File: src/hw/rtl/uarf_pkg.sv
// Shared types and constants for the UDP/ARP receive filter.
// Used by the configuration registers, the frame parser and the top level.
// Depends on nothing.
package uarf_pkg;

	localparam int MAC_W = 48;
	localparam int IP_W = 32;
	localparam int PORT_W = 16;
	localparam int CFG_DATA_W = 48;
	localparam int CFG_INDEX_W = 2;

	localparam logic [IP_W-1:0] LOCAL_IP_RESET = 32'h0A0A_0501;
	localparam logic [PORT_W-1:0] LOCAL_PORT_RESET = 16'd20000;

	localparam logic [15:0] ETH_TYPE_ARP = 16'h0806;
	localparam logic [15:0] ETH_TYPE_IPV4 = 16'h0800;
	localparam logic [7:0] PROTO_UDP = 8'h11;

	localparam logic [5:0] IP_HDR_MIN = 6'd20;

	localparam logic [CFG_INDEX_W-1:0] CFG_LOCAL_MAC = 2'd0;
	localparam logic [CFG_INDEX_W-1:0] CFG_LOCAL_IP = 2'd1;
	localparam logic [CFG_INDEX_W-1:0] CFG_LOCAL_PORT = 2'd2;
	localparam logic [CFG_INDEX_W-1:0] CFG_ACCEPT_UDP = 2'd3;

	typedef enum logic [2:0] {
		ST_PENDING,
		ST_ARP_LEARNED,
		ST_UDP_OK,
		ST_MAC_DROP,
		ST_TYPE_DROP,
		ST_IP_DROP,
		ST_CSUM_DROP,
		ST_PORT_DROP
	} status_t;

	typedef enum logic [1:0] {
		KIND_UNKNOWN,
		KIND_ARP,
		KIND_IPV4
	} kind_t;

	typedef struct packed {
		logic [MAC_W-1:0] local_mac;
		logic [IP_W-1:0] local_ip;
		logic [PORT_W-1:0] local_port;
		logic accept_udp;
	} cfg_t;

	typedef struct packed {
		logic [7:0] payload_byte;
		logic payload_valid;
		logic frame_done;
		status_t frame_status;
		logic [MAC_W-1:0] remote_mac;
		logic [15:0] payload_length;
	} result_t;

endpackage

File: src/hw/rtl/uarf_cfg_regs.sv
// Configuration registers of the UDP/ARP receive filter.
// Depends on uarf_pkg for the register indexes, reset values and cfg_t.
module uarf_cfg_regs (
	input logic clk,
	input logic arst_n,
	input logic cfg_write,
	input logic [uarf_pkg::CFG_INDEX_W-1:0] cfg_index,
	input logic [uarf_pkg::CFG_DATA_W-1:0] cfg_data,
	output uarf_pkg::cfg_t cfg
);

	uarf_pkg::cfg_t cfg_q;

	always_ff @(posedge clk or negedge arst_n) begin
		if (!arst_n) begin
			cfg_q.local_mac <= '0;
			cfg_q.local_ip <= uarf_pkg::LOCAL_IP_RESET;
			cfg_q.local_port <= uarf_pkg::LOCAL_PORT_RESET;
			cfg_q.accept_udp <= 1'b1;
		end else if (cfg_write) begin
			case (cfg_index)
				uarf_pkg::CFG_LOCAL_MAC: cfg_q.local_mac <= cfg_data[uarf_pkg::MAC_W-1:0];
				uarf_pkg::CFG_LOCAL_IP: cfg_q.local_ip <= cfg_data[uarf_pkg::IP_W-1:0];
				uarf_pkg::CFG_LOCAL_PORT: cfg_q.local_port <= cfg_data[uarf_pkg::PORT_W-1:0];
				uarf_pkg::CFG_ACCEPT_UDP: cfg_q.accept_udp <= cfg_data[0];
				default: cfg_q <= cfg_q;
			endcase
		end
	end

	assign cfg = cfg_q;

endmodule

File: src/hw/rtl/uarf_parser.sv
// Frame parser: per-frame state and the single-pass decision logic for one byte.
// Depends on uarf_pkg for the status codes, frame kinds, cfg_t and result_t.
module uarf_parser #(
	parameter int MAX_FRAME_BYTES = 4096
) (
	input logic clk,
	input logic arst_n,
	input logic step,
	input logic [7:0] frame_byte,
	input logic frame_end,
	input uarf_pkg::cfg_t cfg,
	output uarf_pkg::result_t result
);

	localparam int IDX_W = $clog2(MAX_FRAME_BYTES + 1);
	localparam int PW = 17;

	logic [IDX_W-1:0] idx_q, idx_n;
	logic [47:0] shift_q, shift_n;
	logic [15:0] csum_q, csum_n;
	logic [5:0] hlen_q, hlen_n;
	logic [15:0] udp_q, udp_n;
	uarf_pkg::status_t drop_q, drop_n;
	uarf_pkg::kind_t kind_q, kind_n;
	logic [47:0] mac_q, mac_n;

	always_comb begin
		logic [PW-1:0] p;
		logic [PW-1:0] n;
		logic [PW-1:0] hend;
		logic [PW-1:0] start;
		logic [PW-1:0] u;
		logic [15:0] plen_q;
		logic [15:0] plen_n;
		logic [5:0] hl;
		logic [2:0] mac_sel;
		logic [1:0] ip_sel;
		logic [7:0] mac_byte;
		logic [7:0] ip_byte;
		logic [16:0] sum1;
		logic [16:0] sum2;
		uarf_pkg::status_t trunc;

		idx_n = idx_q;
		shift_n = shift_q;
		csum_n = csum_q;
		hlen_n = hlen_q;
		udp_n = udp_q;
		drop_n = drop_q;
		kind_n = kind_q;
		mac_n = mac_q;
		result = '0;

		p = {{(PW-IDX_W){1'b0}}, idx_q};
		plen_q = (udp_q >= 16'd8) ? udp_q - 16'd8 : 16'd0;
		start = PW'(22) + {{(PW-6){1'b0}}, hlen_q};
		hend = PW'(14) + {{(PW-6){1'b0}}, hlen_q};
		u = '0;
		hl = '0;
		mac_sel = 3'd5 - p[2:0];
		ip_sel = 2'd1 - p[1:0];
		mac_byte = cfg.local_mac[{mac_sel, 3'b000} +: 8];
		ip_byte = cfg.local_ip[{ip_sel, 3'b000} +: 8];
		sum1 = '0;
		sum2 = '0;

		if (step && idx_q < IDX_W'(MAX_FRAME_BYTES)) begin
			idx_n = idx_q + IDX_W'(1);
			if (!(kind_q == uarf_pkg::KIND_ARP && p >= PW'(28))) begin
				shift_n = {shift_q[39:0], frame_byte};
			end
			if (drop_q == uarf_pkg::ST_UDP_OK) begin
				result.payload_valid = (p >= start) && ((p - start) < {1'b0, plen_q});
			end else if (drop_q == uarf_pkg::ST_PENDING) begin
				if (p < PW'(6)) begin
					if (frame_byte != mac_byte) drop_n = uarf_pkg::ST_MAC_DROP;
				end else if (p == PW'(13)) begin
					if (shift_n[15:0] == uarf_pkg::ETH_TYPE_ARP) begin
						kind_n = uarf_pkg::KIND_ARP;
					end else if (shift_n[15:0] == uarf_pkg::ETH_TYPE_IPV4 && cfg.accept_udp) begin
						kind_n = uarf_pkg::KIND_IPV4;
					end else begin
						drop_n = uarf_pkg::ST_TYPE_DROP;
					end
				end else if (p > PW'(13) && kind_q == uarf_pkg::KIND_ARP) begin
					if (p >= PW'(38) && p <= PW'(41)) begin
						if (frame_byte != ip_byte) begin
							drop_n = uarf_pkg::ST_IP_DROP;
						end else if (p == PW'(41)) begin
							mac_n = shift_n;
							drop_n = uarf_pkg::ST_ARP_LEARNED;
						end
					end
				end else if (p > PW'(13) && kind_q == uarf_pkg::KIND_IPV4) begin
					if (p == PW'(14)) begin
						hl = {frame_byte[3:0], 2'b00};
						hlen_n = (hl < uarf_pkg::IP_HDR_MIN) ? uarf_pkg::IP_HDR_MIN : hl;
						hend = PW'(14) + {{(PW-6){1'b0}}, hlen_n};
					end
					if (p == PW'(23) && frame_byte != uarf_pkg::PROTO_UDP) begin
						drop_n = uarf_pkg::ST_TYPE_DROP;
					end
					if (drop_n == uarf_pkg::ST_PENDING && p >= PW'(30) && p <= PW'(33)
						&& frame_byte != ip_byte) begin
						drop_n = uarf_pkg::ST_IP_DROP;
					end
					if (p < hend) begin
						if (p[0]) begin
							sum1 = {1'b0, csum_q} + {1'b0, shift_n[15:0]};
							sum2 = {1'b0, sum1[15:0]} + {16'd0, sum1[16]};
							csum_n = sum2[15:0] + {15'd0, sum2[16]};
						end
						if (drop_n == uarf_pkg::ST_PENDING && p == hend - PW'(1)
							&& csum_n != 16'hFFFF) begin
							drop_n = uarf_pkg::ST_CSUM_DROP;
						end
					end else if (drop_n == uarf_pkg::ST_PENDING) begin
						u = p - hend;
						if (u == PW'(3) && shift_n[15:0] != cfg.local_port) begin
							drop_n = uarf_pkg::ST_PORT_DROP;
						end else if (u == PW'(5)) begin
							udp_n = shift_n[15:0];
							drop_n = uarf_pkg::ST_UDP_OK;
						end
					end
				end
			end
		end

		n = {{(PW-IDX_W){1'b0}}, idx_n};
		if (n < PW'(6)) trunc = uarf_pkg::ST_MAC_DROP;
		else if (kind_n == uarf_pkg::KIND_UNKNOWN) trunc = uarf_pkg::ST_TYPE_DROP;
		else if (kind_n == uarf_pkg::KIND_ARP) trunc = uarf_pkg::ST_IP_DROP;
		else if (n < PW'(24)) trunc = uarf_pkg::ST_TYPE_DROP;
		else if (n < PW'(34)) trunc = uarf_pkg::ST_IP_DROP;
		else if (n < PW'(14) + {{(PW-6){1'b0}}, hlen_n}) trunc = uarf_pkg::ST_CSUM_DROP;
		else trunc = uarf_pkg::ST_PORT_DROP;

		plen_n = (udp_n >= 16'd8) ? udp_n - 16'd8 : 16'd0;
		result.payload_byte = result.payload_valid ? frame_byte : 8'd0;
		result.frame_done = frame_end;
		result.remote_mac = mac_n;
		result.payload_length = (drop_n == uarf_pkg::ST_UDP_OK) ? plen_n : 16'd0;
		if (frame_end) begin
			result.frame_status = (drop_n != uarf_pkg::ST_PENDING) ? drop_n : trunc;
		end else begin
			result.frame_status = uarf_pkg::ST_PENDING;
		end

		if (step && frame_end) begin
			idx_n = '0;
			shift_n = '0;
			csum_n = '0;
			hlen_n = uarf_pkg::IP_HDR_MIN;
			udp_n = '0;
			drop_n = uarf_pkg::ST_PENDING;
			kind_n = uarf_pkg::KIND_UNKNOWN;
		end
	end

	always_ff @(posedge clk or negedge arst_n) begin
		if (!arst_n) begin
			idx_q <= '0;
			shift_q <= '0;
			csum_q <= '0;
			hlen_q <= uarf_pkg::IP_HDR_MIN;
			udp_q <= '0;
			drop_q <= uarf_pkg::ST_PENDING;
			kind_q <= uarf_pkg::KIND_UNKNOWN;
			mac_q <= '0;
		end else if (step) begin
			idx_q <= idx_n;
			shift_q <= shift_n;
			csum_q <= csum_n;
			hlen_q <= hlen_n;
			udp_q <= udp_n;
			drop_q <= drop_n;
			kind_q <= kind_n;
			mac_q <= mac_n;
		end
	end

endmodule

File: src/hw/rtl/udp_arp_receive_filter.sv
// Top level of the UDP/ARP receive filter: input register, output register, handshakes.
// Depends on uarf_pkg, uarf_cfg_regs and uarf_parser.
//
// The input channel (in_valid/in_ready) takes one Ethernet frame byte per transaction,
// destination MAC first, with frame_end set on the final byte. The output channel
// (out_valid/out_ready) returns exactly one result transaction per input byte:
// the byte itself when it belongs to an accepted UDP payload, the frame status on
// the final byte, the last MAC learned from ARP and the payload length.
// An accepted byte is held in the input register and is parsed as it moves into the
// output register. One byte per cycle is sustained while out_ready stays high, as set
// by the single input and output register pair around the parser. When out_ready is
// low, the output register holds its result and the input register holds one more
// byte, after which in_ready drops until the output side drains. Reset clears both
// registers, the frame state and the learned MAC, and loads the configuration defaults.
// The configuration port (cfg_write, cfg_index, cfg_data) writes one register per
// cycle; the user must write only while the block idles; the block does not enforce it.
module udp_arp_receive_filter #(
	parameter int MAX_FRAME_BYTES = 4096
) (
	input logic clk,
	input logic arst_n,
	input logic cfg_write,
	input logic [uarf_pkg::CFG_INDEX_W-1:0] cfg_index,
	input logic [uarf_pkg::CFG_DATA_W-1:0] cfg_data,
	input logic in_valid,
	output logic in_ready,
	input logic [7:0] frame_byte,
	input logic frame_end,
	output logic out_valid,
	input logic out_ready,
	output logic [7:0] payload_byte,
	output logic payload_valid,
	output logic frame_done,
	output logic [2:0] frame_status,
	output logic [47:0] remote_mac,
	output logic [15:0] payload_length
);

	uarf_pkg::cfg_t cfg;
	uarf_pkg::result_t result;
	uarf_pkg::result_t result_q;

	logic valid_s1;
	logic [7:0] byte_s1;
	logic end_s1;
	logic out_valid_q;
	logic advance;

	assign advance = valid_s1 && (!out_valid_q || out_ready);
	assign in_ready = !valid_s1 || advance;

	uarf_cfg_regs u_cfg (
		.clk(clk),
		.arst_n(arst_n),
		.cfg_write(cfg_write),
		.cfg_index(cfg_index),
		.cfg_data(cfg_data),
		.cfg(cfg)
	);

	uarf_parser #(
		.MAX_FRAME_BYTES(MAX_FRAME_BYTES)
	) u_parser (
		.clk(clk),
		.arst_n(arst_n),
		.step(advance),
		.frame_byte(byte_s1),
		.frame_end(end_s1),
		.cfg(cfg),
		.result(result)
	);

	always_ff @(posedge clk or negedge arst_n) begin
		if (!arst_n) begin
			valid_s1 <= 1'b0;
			byte_s1 <= '0;
			end_s1 <= 1'b0;
		end else if (in_valid && in_ready) begin
			valid_s1 <= 1'b1;
			byte_s1 <= frame_byte;
			end_s1 <= frame_end;
		end else if (advance) begin
			valid_s1 <= 1'b0;
		end
	end

	always_ff @(posedge clk or negedge arst_n) begin
		if (!arst_n) begin
			out_valid_q <= 1'b0;
			result_q <= '0;
		end else if (advance) begin
			out_valid_q <= 1'b1;
			result_q <= result;
		end else if (out_ready) begin
			out_valid_q <= 1'b0;
		end
	end

	assign out_valid = out_valid_q;
	assign payload_byte = result_q.payload_byte;
	assign payload_valid = result_q.payload_valid;
	assign frame_done = result_q.frame_done;
	assign frame_status = result_q.frame_status;
	assign remote_mac = result_q.remote_mac;
	assign payload_length = result_q.payload_length;

`ifndef SYNTHESIS
	a_mid_frame_pending: assert property (@(posedge clk) disable iff (!arst_n)
		out_valid && !frame_done |-> frame_status == uarf_pkg::ST_PENDING)
		else $error("Status reported before the final byte of a frame.");

	a_payload_final_ok: assert property (@(posedge clk) disable iff (!arst_n)
		out_valid && frame_done && (payload_valid || payload_length != 16'd0)
		|-> frame_status == uarf_pkg::ST_UDP_OK)
		else $error("Payload on a frame that did not end as accepted UDP.");

	a_idle_byte_zero: assert property (@(posedge clk) disable iff (!arst_n)
		out_valid && !payload_valid |-> payload_byte == 8'd0)
		else $error("Payload byte not cleared outside a payload.");

	a_s1_holds: assert property (@(posedge clk) disable iff (!arst_n)
		valid_s1 && !advance |=> valid_s1 && $stable(byte_s1) && $stable(end_s1))
		else $error("Input register lost a transaction while stalled.");
`endif

endmodule

File: config.mk
export PLATFORM = sky130hd
export DESIGN_NAME = udp_arp_receive_filter
export DESIGN_NICKNAME = d
export VERILOG_FILES = /design/src/hw/rtl/uarf_pkg.sv /design/src/hw/rtl/uarf_cfg_regs.sv /design/src/hw/rtl/uarf_parser.sv /design/src/hw/rtl/udp_arp_receive_filter.sv
export SDC_FILE = /design/constraint.sdc
export NUM_CORES = 1
export LEC_CHECK = 0
export ABC_AREA = 1
export BUFFER_PORTS_ARGS = -buffer_cell sky130_fd_sc_hd__buf_4
export CAP_MARGIN = 20
export CORE_MARGIN = 2
export CORE_UTILIZATION = 55
export DETAILED_ROUTE_END_ITERATION = 7
export GPL_ROUTABILITY_DRIVEN = 0
export GPL_TIMING_DRIVEN = 1
export PLACE_DENSITY = 0.78
export SLEW_MARGIN = 0
export SYNTH_ARGS = -nofsm -noshare
export SYNTH_HDL_FRONTEND = slang
export SYNTH_SLANG_ARGS = --single-unit
File: constraint.sdc
create_clock -name clk -period 20.8 [get_ports clk]
set_clock_uncertainty 0.05 [all_clocks]
set_input_delay 4.16 -clock clk [delete_from_list [all_inputs] [get_ports clk]]
set_output_delay 4.16 -clock clk [all_outputs]
set_load 0.05 [all_outputs]
Word level (Yosys, flattened, before mapping)
Cells that the tools add are included.
{ "totals": {"input_bits": 64, "out_inout_bits": 79, "word_cells": 241, "reg_bits": 289} }
{ "classes": {"eq_ne": 26, "n_lt_le_gt_ge": 18, "mux": 115, "n_bitwise": 4, "addsub": 15, "reduce_logical": 40, "shifts": 2} }
{ "op_table": {"columns": ["op", "count"], "rows": [
  ["2-to-1 mux 16 bit", 33],
  ["2-to-1 mux 48 bit", 4],
  ["2-to-1 mux 17 bit", 8],
  ["2-to-1 mux 3 bit", 42],
  ["2-to-1 mux 6 bit", 10],
  ["variable part select 48 x 7 -> 8 bit", 1],
  ["< comparator 13 x 17 -> 1 bit", 2],
  ["subtractor 13 x 17 -> 17 bit", 2],
  ["equality test 16 x 12 -> 1 bit, second input constant", 2],
  ["greater-or-equal comparator 16 x 4 -> 1 bit, second input constant", 2],
  ["variable part select 32 x 6 -> 8 bit", 1],
  ["subtractor 16 x 4 -> 16 bit, second input constant", 2],
  ["equality test 13 x 4 -> 1 bit, second input constant", 2],
  ["greater-or-equal comparator 13 x 5 -> 1 bit, second input constant", 2],
  ["less-or-equal comparator 13 x 6 -> 1 bit, second input constant", 2],
  ["< comparator 13 x 3 -> 1 bit, second input constant", 2],
  ["2-to-1 mux 13 bit", 2],
  ["adder 4 x 6 -> 7 bit, first input constant", 3],
  ["adder 16 x 1 -> 17 bit", 1],
  ["adder 16 x 16 -> 17 bit", 1],
  ["equality test 13 x 17 -> 1 bit", 1],
  ["equality test 17 x 2 -> 1 bit, second input constant", 1],
  ["equality test 17 x 3 -> 1 bit, second input constant", 1],
  ["greater-or-equal comparator 13 x 17 -> 1 bit", 1],
  ["other kinds (37)", 92]
]} }

Depth between registers and ports, before layout
Gate-level depths: netlist of run 1.
{ "logic_depth": {"ltp_word": 37, "depth_mapped": 61, "mapped_depth_nobuf": 58} }

Modules after synthesis
A second synthesis of run 1 with hierarchy kept.
{ "hier_totals": {"hier_cells": 2777, "area_unflattened_um2": 20310.7} }
{ "modules_own_cells": {"columns": ["mod", "instances", "cells_per_inst", "area_per_inst_um2", "seq_area_each_um2"], "rows": [
  ["uarf_parser", 1, 1975, 13010.0, 3806.2],
  ["uarf_cfg_regs", 1, 430, 3971.3, 2443.6],
  ["udp_arp_receive_filter", 1, 372, 3329.4, 2202.1]
]} }

Least setup slack after synthesis of run 1
OpenSTA, ideal clock, no wires.
{ "synth_timing": {"path_kind": "input to output", "startpoint": "in out_ready", "endpoint": "out in_ready", "n_path_buf": 0, "required_ns": 16.590, "setup_slack_ns": 11.970, "arrival_ns": 4.620, "stages": 2, "path_cell_list": "inv_1 > nand3_1"} }
{ "synth_between": {"elab_chain_cells": 3} }
{ "synth_rtl": {"columns": ["item", "line", "rtl"], "rows": [
  ["start, declared", "udp_arp_receive_filter.sv:30", "input logic out_ready,"],
  ["logical OR 1 bit", "udp_arp_receive_filter.sv:49", "assign advance = valid_s1 && (!out_valid_q || out_ready);"],
  ["logical AND 1 bit", "udp_arp_receive_filter.sv:49", null],
  ["logical OR 1 bit", "udp_arp_receive_filter.sv:50", "assign in_ready = !valid_s1 || advance;"],
  ["end, declared", "udp_arp_receive_filter.sv:26", "output logic in_ready,"]
]} }
No other way between the ends.

Worst setup path after layout of run 1
{ "layout_timing": {"startpoint": "reg u_parser.idx_q[8]", "endpoint": "reg result_q, in the netlist payload_length[3]"} }
{ "layout_between": {"elab_chain_cells": 36, "word_cells_on_any_way": 108, "classes_between": "add/sub: 6; order compare: 10; eq/ne: 12; mux: 65; reduce/logical: 15"} }
{ "layout_rtl": {"columns": ["item", "line", "rtl"], "rows": [
  ["start, declared", "uarf_parser.sv:18", "logic [IDX_W-1:0] idx_q, idx_n;"],
  ["start signal, assigned", "uarf_parser.sv:172", "idx_q <= idx_n;"],
  ["parallel branches: the longest is 35 deep, another holds adder 16 x 16 -> 17 bit", null, null],
  ["2-to-1 mux 16 bit *", "uarf_parser.sv:143", "result.payload_length = (drop_n == uarf_pkg::ST_UDP_OK) ? plen_n : 16'd0;"],
  ["end signal, assigned", "udp_arp_receive_filter.sv:93", "result_q <= result;"],
  ["end, declared", "udp_arp_receive_filter.sv:41", "uarf_pkg::result_t result_q;"]
]} }
Mark *: on every way between the ends. The select of a mux whose other input is x is not followed.
A chain may end at the register's enable or synchronous reset.

==> results of run 1 <==
## routing by layer
| layer | GRT usage [%] | vias up | routed length (µm) |
|---|---|---|---|
| met5 | 0 | - | 0 |
| met4 | 9.28 | 0 | 1580 |
| met3 | 4.23 | 125 | 4680 |
| met2 | 47.7 | 807 | 22400 |
| met1 | 42.3 | 7839 | 21300 |
| li1 | - | 7887 | - |
## tightest hold or removal path: stages (launching register included)
cell and delay [ps]:
dfrtp_1 340, nand2_1 50, o21ai_0 60
## sequential cells by signal, summed over array words and instances (netlist names), 6 cells and up
name and cells:
u_cfg.cfg 97, u_parser.mac_q 48, u_parser.shift_q 48, payload_length 16, u_parser.csum_q 16, u_parser.udp_q 16
u_parser.idx_q 13, byte_s1 8, payload_byte 8, u_parser.hlen_q 6
## cells in the mapped netlist, types with 4 or more instances
cell / n / share of area (%)
o21ai_1: 20 / 0.57
nand4_1: 36 / 1.3
nor4_1: 7 / 0.25
buf_6: 6 / 0.38
buf_1: 4 / 0.085
nor3_1: 28 / 0.79
nand3b_1: 8 / 0.34
nor3_2: 4 / 0.23
nor2_2: 7 / 0.25
dfrtp_1: 274 / 39
ha_1: 72 / 5.1
inv_1: 277 / 5.9
a31oi_1: 7 / 0.25
or2_2: 4 / 0.14
nand3_2: 5 / 0.28
nand2_1: 596 / 13
buf_2: 9 / 0.25
a21oi_1: 53 / 1.5
o21ai_0: 255 / 7.2
o31ai_1: 8 / 0.34
inv_2: 15 / 0.32
xnor2_1: 18 / 0.89
o22ai_1: 60 / 2.1
xor2_1: 60 / 3.0
mux2_2: 17 / 1.1
nand2_2: 11 / 0.39
o211ai_1: 5 / 0.21
o21ai_2: 15 / 0.74
nor2_1: 195 / 4.1
clkbuf_1: 65 / 1.4
nand3_1: 128 / 3.6
nor2_4: 8 / 0.51
dfstp_2: 15 / 2.2
## how the worst max path moves through the flow
stage,endpoint,depth (start not counted),start
2_1_floorplan,in_ready,2,out_ready
3_3_place_gp,in_ready,4,out_ready
3_5_place_dp,in_ready,4,out_ready
4_1_cts,payload_length[3],56,u_parser.idx_q[8]
5_1_grt,payload_length[3],56,u_parser.idx_q[8]
6_report,payload_length[3],56,u_parser.idx_q[8]
## power by group through the flow
stage / logic, mW / registers [mW] / clock network [mW]
2_1_floorplan: 0.329 / 0.656 / 0
3_3_place_gp: 0.461 / 0.661 / 0
3_5_place_dp: 0.472 / 0.662 / 0
4_1_cts: 0.476 / 0.652 / 0.547
5_1_grt: 0.537 / 0.658 / 0.570
6_report: 0.484 / 0.655 / 0.542
## cell type report
class / count / area [µm²] / share of cell area, %
Sequential cell: 289 / 7250 / 36.2
Multi-Input combinational cell: 1668 / 8920 / 44.6
Clock buffer: 50 / 937 / 4.68
Tap cell: 402 / 503 / 2.51
Timing Repair Buffer: 161 / 1230 / 6.13
Clock inverter: 8 / 67.6 / 0.337
Inverter: 297 / 1120 / 5.58
## cells by family after synthesis
kind of cell / synth area share, %
flip-flops: 41.0
multiplexers: 1.08
buffers and inverters: 8.62
AND/OR/NAND/NOR: 25.8
XOR/XNOR: 4.05
adder cells (fa/ha/maj): 5.43
AO/OA/AOI/OAI: 14.0
==> flow_metrics.env, run 1 <==
export IMPL_grt_first_pass_wirelength_mm=80.5
export IMPL_drt_iter0_drc=1919
export IMPL_rrSetupSlack_ps=11660
export IMPL_ys_async_sr_fraction_pct=100
export IMPL_swShare_pct=36.0
export IMPL_syn_area_um2=17700
export IMPL_place_ws_ps=11940
export IMPL_hold_viol=0
export IMPL_antennaDiodeCount=0
export IMPL_cp_start_kind="flop"
export IMPL_max_freq_mhz=109
export IMPL_p_sw_mw=0.605
export IMPL_worst_path_max_fanout=96
export IMPL_min_to="u_cfg.cfg[76]"
export IMPL_drive_above_1_share_pct=13.3
export IMPL_status="complete, no violations"
export IMPL_pwr_share_seq_pct=38.9
export IMPL_period_needed_ps=9140
export IMPL_grt_overflow=0
export IMPL_postCtsHoldBufs=0
export IMPL_powerDensity_nw_per_um2=83.9
export IMPL_rsz0062_at_grt="false"
export IMPL_p_clk_share_pct=32.2
export IMPL_ir_drop_v=0.0000856
export IMPL_chipWidth_um=183
export IMPL_finalPower_mw=1.68
export IMPL_route_detailed_drc=0
export IMPL_cp_num_buf_inv=6
export IMPL_crit_family="simple AND/OR/NAND/NOR gates"
export IMPL_clk_latency_ps=580
export IMPL_port_buffers=142
export IMPL_grt_max_degree=103
export IMPL_cap_violations=0
export IMPL_area_delta_synth_final_pct=13.3
export IMPL_drt_first_pass_iters=7
export IMPL_p_int_mw=1.08
export IMPL_critical_path_class="reg -> reg"
export IMPL_cp_slowest_stage_delay_ps=620
export IMPL_synthFlopType="dfrtp_1"
export IMPL_syn_avg_cell_area_um2=7.55
export IMPL_dpl_cell_count=2815
export IMPL_reg2reg_depth=56
export IMPL_synth_cells=2342
export IMPL_yosysSeqAreaShare_pct=41.0
export IMPL_synth_ff_latch_count=289
export IMPL_num_io_pins=143
export IMPL_cts_root_buf="clkbuf_16"
export IMPL_final_net_count=2587
export IMPL_ctsLongestPathBuffers=3
export IMPL_worst_endpoint_arrival_ps=9570
export IMPL_cts_sinks=289
export IMPL_fillers=2733
export IMPL_die_h_um=183
export IMPL_ys_warn_count=0
export IMPL_setup_viol=0
export IMPL_stdcell_area_um2=20000
export IMPL_dp_hpwl_mm=36.2
export IMPL_cts_setup_buffers=0
export IMPL_core_area_um2=31600
export IMPL_cts_tree="built"
export IMPL_synth_edf_count=0
export IMPL_worstSetupEndpointType="flop"
export IMPL_wl_mm=50.0
export IMPL_post_route_util_pct=63.3
export IMPL_cpMostUsedCell="nand2_1"
export IMPL_maxSlewHeadroom_pct=35.9
export IMPL_setup_slack_ps=11660
export IMPL_cp_required_ps=21230
export IMPL_most_common_layout_cells="nand2_1 (595), inv_1 (277), dfrtp_1 (274)"
export IMPL_leakage_nw=10.2
export IMPL_cts_resized=0
export IMPL_hold_path_class="reg -> reg"
export IMPL_rows=65
export IMPL_htreeDepth=1
export IMPL_cts_clk_slew_worst_paths_ps=60
export IMPL_fin_cells=2875
export IMPL_hold_start="u_cfg.cfg[76]"
export IMPL_viasPerCell=5.79
export IMPL_cts_buffers=31
export IMPL_finalSetupTns_ps=0
export IMPL_crit_reg2reg_launch="u_parser.idx_q[8]"
export IMPL_finalCritPeriodShare_pct=44.0
export IMPL_final_common_cell="nand2_1"
export IMPL_comb_power_share_pct=28.8
export IMPL_cpMaxStageDelayCell="nand2_4"
export IMPL_finalMaxSlewViolations=0
export IMPL_initial_core_util_pct=55.9
export IMPL_route_antenna_remaining_nets=0
export IMPL_holdWs_ps=430
export IMPL_routedWlPerCell_um=17.4
export IMPL_antenna_found_initial=0
export IMPL_hold_depth=2
export IMPL_gr_usage_all_layers_pct=29.9
export IMPL_die_area_um2=33600
export IMPL_synth_cell_type_count=66
export IMPL_tightestPinTransition_ps=960
export IMPL_rr_endpoint="payload_length[3]"
export IMPL_synthesis_nets=2481
export IMPL_num_vias=16700
export IMPL_place_area_um2=19000
export IMPL_grt_pass1_vias=15700
No activity file was read; power rests on OpenSTA's default activity.
==> run 2: changes to the inputs <==
--- a/config.mk
+++ b/config.mk
@@ -13,7 +13,7 @@
 export DETAILED_ROUTE_END_ITERATION = 7
 export GPL_ROUTABILITY_DRIVEN = 0
 export GPL_TIMING_DRIVEN = 1
-export PLACE_DENSITY = 0.78
+export PLACE_DENSITY = 0.81
 export SLEW_MARGIN = 0
 export SYNTH_ARGS = -nofsm -noshare
 export SYNTH_HDL_FRONTEND = slang
==> constraint.sdc (replaced) <==
create_clock -name clk -period 8.22 [get_ports clk]
set_clock_uncertainty 0.05 [all_clocks]
set_input_delay 1.644 -clock clk [delete_from_list [all_inputs] [get_ports clk]]
set_output_delay 1.644 -clock clk [all_outputs]
set_load 0.05 [all_outputs]
==> run 2 against run 1 <==
  * Final cell count grew 0.77%
  * Worst setup slack lost 11000 ps
  * Clock power grew to 2.6 times the previous value
  * Die area is the same
  * Non-clock buffer count grew 25
  * Design area grew 1.6%
  * Combinational power grew to 2.6 times the previous value
  * Clock-buffer cell count shrank 5
  * Sequential power grew to 2.5 times the previous value
  * Power grew to 2.6 times the previous value
  * Via count grew 0.43%
  * Critical endpoint is now payload_length[2]
  * Largest cell class unchanged
  * Largest power group unchanged
  * Highest routed layer unchanged
==> flow_metrics.env, run 2 (synthesized netlist as in run 1, its figures left out) <==
export IMPL_stdcell_area_um2=20300
export IMPL_period_needed_ps=7660
export IMPL_status="complete, no violations"
export IMPL_final_common_cell="nand2_1"
export IMPL_post_route_util_pct=64.3
export IMPL_place_area_um2=19100
export IMPL_place_ws_ps=-19.2
export IMPL_clk_latency_ps=560
export IMPL_hold_viol=0
export IMPL_cp_required_ps=8640
export IMPL_cp_slowest_stage_delay_ps=450
export IMPL_grt_first_pass_wirelength_mm=79.2
export IMPL_ir_drop_v=0.000205
export IMPL_grt_pass1_vias=15400
export IMPL_tightestPinTransition_ps=1030
export IMPL_grt_max_degree=173
export IMPL_routedWlPerCell_um=17.2
export IMPL_worst_endpoint_arrival_ps=8080
export IMPL_drt_iter0_drc=1884
export IMPL_postCtsHoldBufs=0
export IMPL_setup_viol=0
export IMPL_viasPerCell=5.77
export IMPL_num_vias=16700
export IMPL_core_area_um2=31600
export IMPL_finalMaxSlewViolations=0
export IMPL_drive_above_1_share_pct=14.7
export IMPL_final_net_count=2612
export IMPL_drt_first_pass_iters=6
export IMPL_chipWidth_um=183
export IMPL_largest_register_ffs=97
export IMPL_cts_tree="built"
export IMPL_cp_start_kind="flop"
export IMPL_worstSetupEndpointType="flop"
export IMPL_cts_buffers=30
export IMPL_port_buffers=142
export IMPL_powerDensity_nw_per_um2=211
export IMPL_maxSlewHeadroom_pct=31.2
export IMPL_cts_sinks=289
export IMPL_holdWs_ps=429
export IMPL_rows=65
export IMPL_antennaDiodeCount=0
export IMPL_antenna_found_initial=0
export IMPL_die_h_um=183
export IMPL_most_common_layout_cells="nand2_1 (595), inv_1 (277), dfrtp_1 (270)"
export IMPL_htreeDepth=1
export IMPL_route_antenna_remaining_nets=0
export IMPL_cts_root_buf="clkbuf_16"
export IMPL_cpMostUsedCell="nand2_1"
export IMPL_cap_violations=0
export IMPL_finalCritPeriodShare_pct=93.2
export IMPL_max_freq_mhz=131
export IMPL_worst_path_max_fanout=16
export IMPL_cts_clk_slew_worst_paths_ps=60
export IMPL_setup_slack_ps=560
export IMPL_grt_overflow=0
export IMPL_hold_path_class="reg -> reg"
export IMPL_ctsLongestPathBuffers=3
export IMPL_initial_core_util_pct=55.9
export IMPL_finalSetupTns_ps=0
export IMPL_wl_mm=49.8
export IMPL_dp_hpwl_mm=35.9
export IMPL_critical_path_class="reg -> reg"
export IMPL_area_delta_synth_final_pct=15.1
export IMPL_leakage_nw=10.4
export IMPL_die_area_um2=33600
export IMPL_num_io_pins=143
export IMPL_route_detailed_drc=0
export IMPL_gr_usage_all_layers_pct=29.2
export IMPL_cpMaxStageDelayCell="dfrtp_2"
==> run 2: cell count changes in the layout (fill, tap and decap cells not counted), sizes merged <==
cell | before | now
bufinv | 0 | 4
clkinv | 8 | 9
nand2 | 609 | 610
clkinvlp | 2 | 0
clkbuf | 50 | 45
buf | 161 | 186
inv | 295 | 293
==> run 2: final cells by class <==
type                       instances  area (µm²)
fill                            2610       11300
multi-input combinational       1669        9010
sequential                       289        7260
timing repair buffer             186        1440
inverter                         297        1120
clock buffer                      45         857
tap                              402         503
clock inverter                     9         160
==> run 2: stage by stage <==
stage	total power [mW]	instances
floorplan	2.49	2342
global placement	2.85	2824
detailed placement	2.88	2824
CTS	4.28	2879
global route	4.51	2897
finish	4.30	2897
==> run 2: critical path: cells and delay by family (launching register included) <==
| family | cells | cell delay (ps) |
|---|---|---|
| buffers and inverters | 7 | 690 |
| AO/OA/AOI/OAI | 6 | 800 |
| adder cells (fa/ha/maj) | 6 | 1390 |
| AND/OR/NAND/NOR | 38 | 4140 |
| flip-flops | 1 | 450 |
==> run 2: power by group <==
part,internal (mW),switching [mW]
sequential,1.55,0.0907
combinational,0.399,0.858
clock,0.842,0.560
total,2.79,1.51
==> run 2: metal layers <==
layer	track usage (%)	share of wire [%]	vias to the layer above
met5	0	0	-
met4	9.98	3.5	0
met3	4.43	9.4	128
met2	46.3	45	837
met1	41.1	42	7852
li1	-	-	7913
==> run 2: final timing paths <==
check	from	to	depth (start not counted)	slack, ps
hold / removal	u_cfg.cfg[51]	u_cfg.cfg[51]	2	430
setup / recovery	u_parser.idx_q[9]	payload_length[2]	57	560
max in group asynchronous	arst_n	u_cfg.cfg[87]	2	5510
hold reg to reg	u_cfg.cfg[51]	u_cfg.cfg[51]	2	430
setup reg to reg	u_parser.idx_q[9]	payload_length[2]	57	560
min in group asynchronous	arst_n	u_parser.mac_q[34]	1	1130
==> run 2: repair_timing <==
action                     CTS  global route
setup buffers                1            16
resized for setup            0            24
pin swaps                    1             7
setup endpoints to repair   16            21
gates cloned                 0             1
==> run 3: changes to the inputs <==
--- a/config.mk
+++ b/config.mk
@@ -5,11 +5,11 @@
 export SDC_FILE = /design/constraint.sdc
 export NUM_CORES = 1
 export LEC_CHECK = 0
-export ABC_AREA = 1
 export BUFFER_PORTS_ARGS = -buffer_cell sky130_fd_sc_hd__buf_4
 export CAP_MARGIN = 20
 export CORE_MARGIN = 2
 export CORE_UTILIZATION = 55
+export CTS_CLUSTER_SIZE = 40
 export DETAILED_ROUTE_END_ITERATION = 7
 export GPL_ROUTABILITY_DRIVEN = 0
 export GPL_TIMING_DRIVEN = 1
==> run 3 against run 2 <==
  * Worst setup slack got worse by 470 ps
  * Die area rose by 6.3%
  * Synthesized cell count fell by 17%
  * Non-clock buffer count rose by 47
  * Fmax fell by 5.8%
  * Global-route usage rose by 1.4 points
  * Sequential share of layout area fell by 2.7 points
  * Clock-buffer cell count fell by 4
  * Clock power rose by 8%
  * Critical path type unchanged
  * Critical endpoint is now frame_status[2]
  * Largest cell class unchanged
==> flow_metrics.env, run 3 <==
export IMPL_status="complete, no violations"
export IMPL_final_common_cell="dfrtp_1"
export IMPL_holdWs_ps=432
export IMPL_fillers=2560
export IMPL_yosysSeqAreaShare_pct=38.5
export IMPL_powerDensity_nw_per_um2=201
export IMPL_dpl_cell_count=2489
export IMPL_htreeDepth=1
export IMPL_fin_cells=2566
export IMPL_cpMaxStageDelayCell="or4_4"
export IMPL_tightestPinTransition_ps=1080
export IMPL_clk_latency_ps=570
export IMPL_hold_path_class="reg -> reg"
export IMPL_multi_input_comb_area_um2=11100
export IMPL_rr_endpoint="frame_status[2]"
export IMPL_core_area_um2=33600
export IMPL_yosysMostFrequentCell="dfrtp_1"
export IMPL_synth_edf_count=0
export IMPL_synth_ff_latch_count=289
export IMPL_cap_violations=0
export IMPL_rsz0062_at_grt="true"
export IMPL_grt_pass1_vias=16000
export IMPL_setup_viol=0
export IMPL_syn_avg_cell_area_um2=9.67
export IMPL_die_h_um=189
export IMPL_cp_num_buf_inv=3
export IMPL_num_io_pins=143
export IMPL_num_vias=16600
export IMPL_cts_buffers=31
export IMPL_ys_async_sr_fraction_pct=100
export IMPL_hold_viol=0
export IMPL_routedWlPerCell_um=22.0
export IMPL_rrSetupSlack_ps=90
export IMPL_grt_first_pass_wirelength_mm=86.9
export IMPL_maxSlewHeadroom_pct=28.0
export IMPL_period_needed_ps=8130
export IMPL_crit_family="simple AND/OR/NAND/NOR gates"
export IMPL_worstSetupEndpointType="flop"
export IMPL_cts_root_buf="clkbuf_16"
export IMPL_synthFlopType="dfrtp_1"
export IMPL_gr_usage_all_layers_pct=30.6
export IMPL_initial_core_util_pct=56.0
export IMPL_finalMaxSlewViolations=0
export IMPL_cp_start_kind="flop"
export IMPL_antennaDiodeCount=0
export IMPL_finalCritPeriodShare_pct=99.0
export IMPL_port_buffers=142
export IMPL_chipWidth_um=189
export IMPL_reg2reg_depth=35
export IMPL_ys_warn_count=0
export IMPL_dp_hpwl_mm=40.4
export IMPL_route_antenna_remaining_nets=0
export IMPL_ctsLongestPathBuffers=3
export IMPL_cp_depth=35
export IMPL_critical_path_class="reg -> reg"
export IMPL_cp_required_ps=8620
export IMPL_yosysTopAreaCell="dfrtp_1"
export IMPL_worst_endpoint_arrival_ps=8540
export IMPL_synthesis_nets=2085
export IMPL_synth_cell_type_count=104
export IMPL_crit_path_start="u_parser.idx_q[10]"
export IMPL_area_delta_synth_final_pct=17.0
export IMPL_cts_sinks=289
export IMPL_viasPerCell=6.46
export IMPL_cpMostUsedCell="ha_4"
export IMPL_crit_end="frame_status[2]"
export IMPL_ir_drop_v=0.000183
export IMPL_syn_area_um2=18800
export IMPL_die_area_um2=35700
export IMPL_drt_first_pass_iters=8
export IMPL_netlist_top_cells_area="dfrtp_1 (36%), mux2_2 (7.3%), ha_1 (4.8%), nand2_1 (4.7%), o21ai_0 (3.6%)"
export IMPL_cp_slowest_stage_delay_ps=580
export IMPL_most_common_layout_cells="dfrtp_1 (273), nand2_1 (233), buf_4 (225)"
export IMPL_cts_tree="built"
export IMPL_leakage_nw=9.88
export IMPL_rows=67
export IMPL_max_freq_mhz=123
export IMPL_grt_max_degree=116
export IMPL_final_net_count=2233
export IMPL_crit_reg2reg_launch="u_parser.idx_q[10]"
export IMPL_grt_overflow=0
export IMPL_antenna_found_initial=0
export IMPL_largest_register_ffs=97
export IMPL_synth_top_area_share_pct=36.4
export IMPL_wl_mm=56.4
export IMPL_postCtsHoldBufs=0
export IMPL_synthTopCellsByCount="dfrtp_1 (274), nand2_1 (234), o21ai_0 (135), mux2_2 (122), nor2_1 (91)"
export IMPL_route_detailed_drc=0
export IMPL_cts_clk_slew_worst_paths_ps=70
export IMPL_drt_iter0_drc=2003
export IMPL_drive_above_1_share_pct=25.1
export IMPL_ff_latch_area_um2=7250
export IMPL_synth_cells=1946
export IMPL_worst_path_max_fanout=4
run 3: changes by cell type after synthesis, sizes merged, moves of 45 or more:
cell,delta
xnor2,+57
o22ai,-53
nor2,-117
nand3,-87
nand2,-375
inv,-236
o21ai,-153
mux2i,+62
a22o,+45
mux2,+106
run 3: timing repair:
item | CTS | global route
pin swaps | 3 | 32
cloned | 0 | 2
hold endpoints to repair | 0 | 0
resized for setup | 6 | 36
setup buffers | 2 | 13
setup endpoints to repair | 9 | 21
run 3: power by group:
| group | leakage, nW | switching, mW | total, mW | internal (mW) |
|---|---|---|---|---|
| Clock | 0.544 | 0.592 | 1.51 | 0.913 |
| Combinational | 5.58 | 0.714 | 1.23 | 0.518 |
| Sequential | 3.76 | 0.138 | 1.70 | 1.56 |
| Total | 9.88 | 1.44 | 4.44 | 2.99 |
run 3: kinds of logic after synthesis:
family / synth area share (%)
xor+xnor: 6.12
buf+inv: 4.01
fa+ha+maj: 5.16
mux: 12.6
compound gates: 16.8
simple gates: 16.8
flops: 38.5
run 3: cell type report:
type,instances,area share [%]
multi-input cells,1481,50.3
inverters,58,0.989
repair buffers,233,8.15
clock inverters,16,1.02
well taps,448,2.55
clock buffers,41,4.01
flip-flops and latches,289,32.9
run 3: worst min-delay path by stage:
stage / startpoint / end / slack, ps / depth (start not counted)
after floorplan: u_parser.shift_q[40] / u_parser.shift_q[40] / 420 / 1
final: u_parser.mac_q[12] / u_parser.mac_q[12] / 430 / 2
after detailed placement: payload_length[7] / payload_length[7] / 420 / 2
after CTS: payload_length[7] / payload_length[7] / 430 / 2
after global routing: payload_valid / payload_valid / 450 / 1
after global placement: u_parser.mac_q[11] / u_parser.mac_q[11] / 410 / 2
run 3: tightest hold or removal path, delay by kind of cell (launching register included):
family	cells	cell delay (ps)
flip-flops	1	340
AO/OA/AOI/OAI	1	60
AND/OR/NAND/NOR	1	40
run 3: through the flow:
stage	cell area [µm²]	setup TNS (ps)	worst slack [ps]	utilization (%)	power [mW]
finish	22000	0	85.5	65.5	4.44
global route	22000	-2850	-208	65.5	4.60
CTS	21700	0	67.0	64.6	4.39
detailed placement	20500	-179	-74.9	61.1	2.88
global placement	20500	0	179	61.1	2.84
floorplan	18900	0	43.2	-	2.50
run 3: routing by layer:
layer	wire [µm]	track usage [%]	share of wire [%]
met1	22500	42.0	40
met2	25000	47.0	44
met3	5960	5.75	11
met4	2950	14.2	5.2
met5	0	0	0
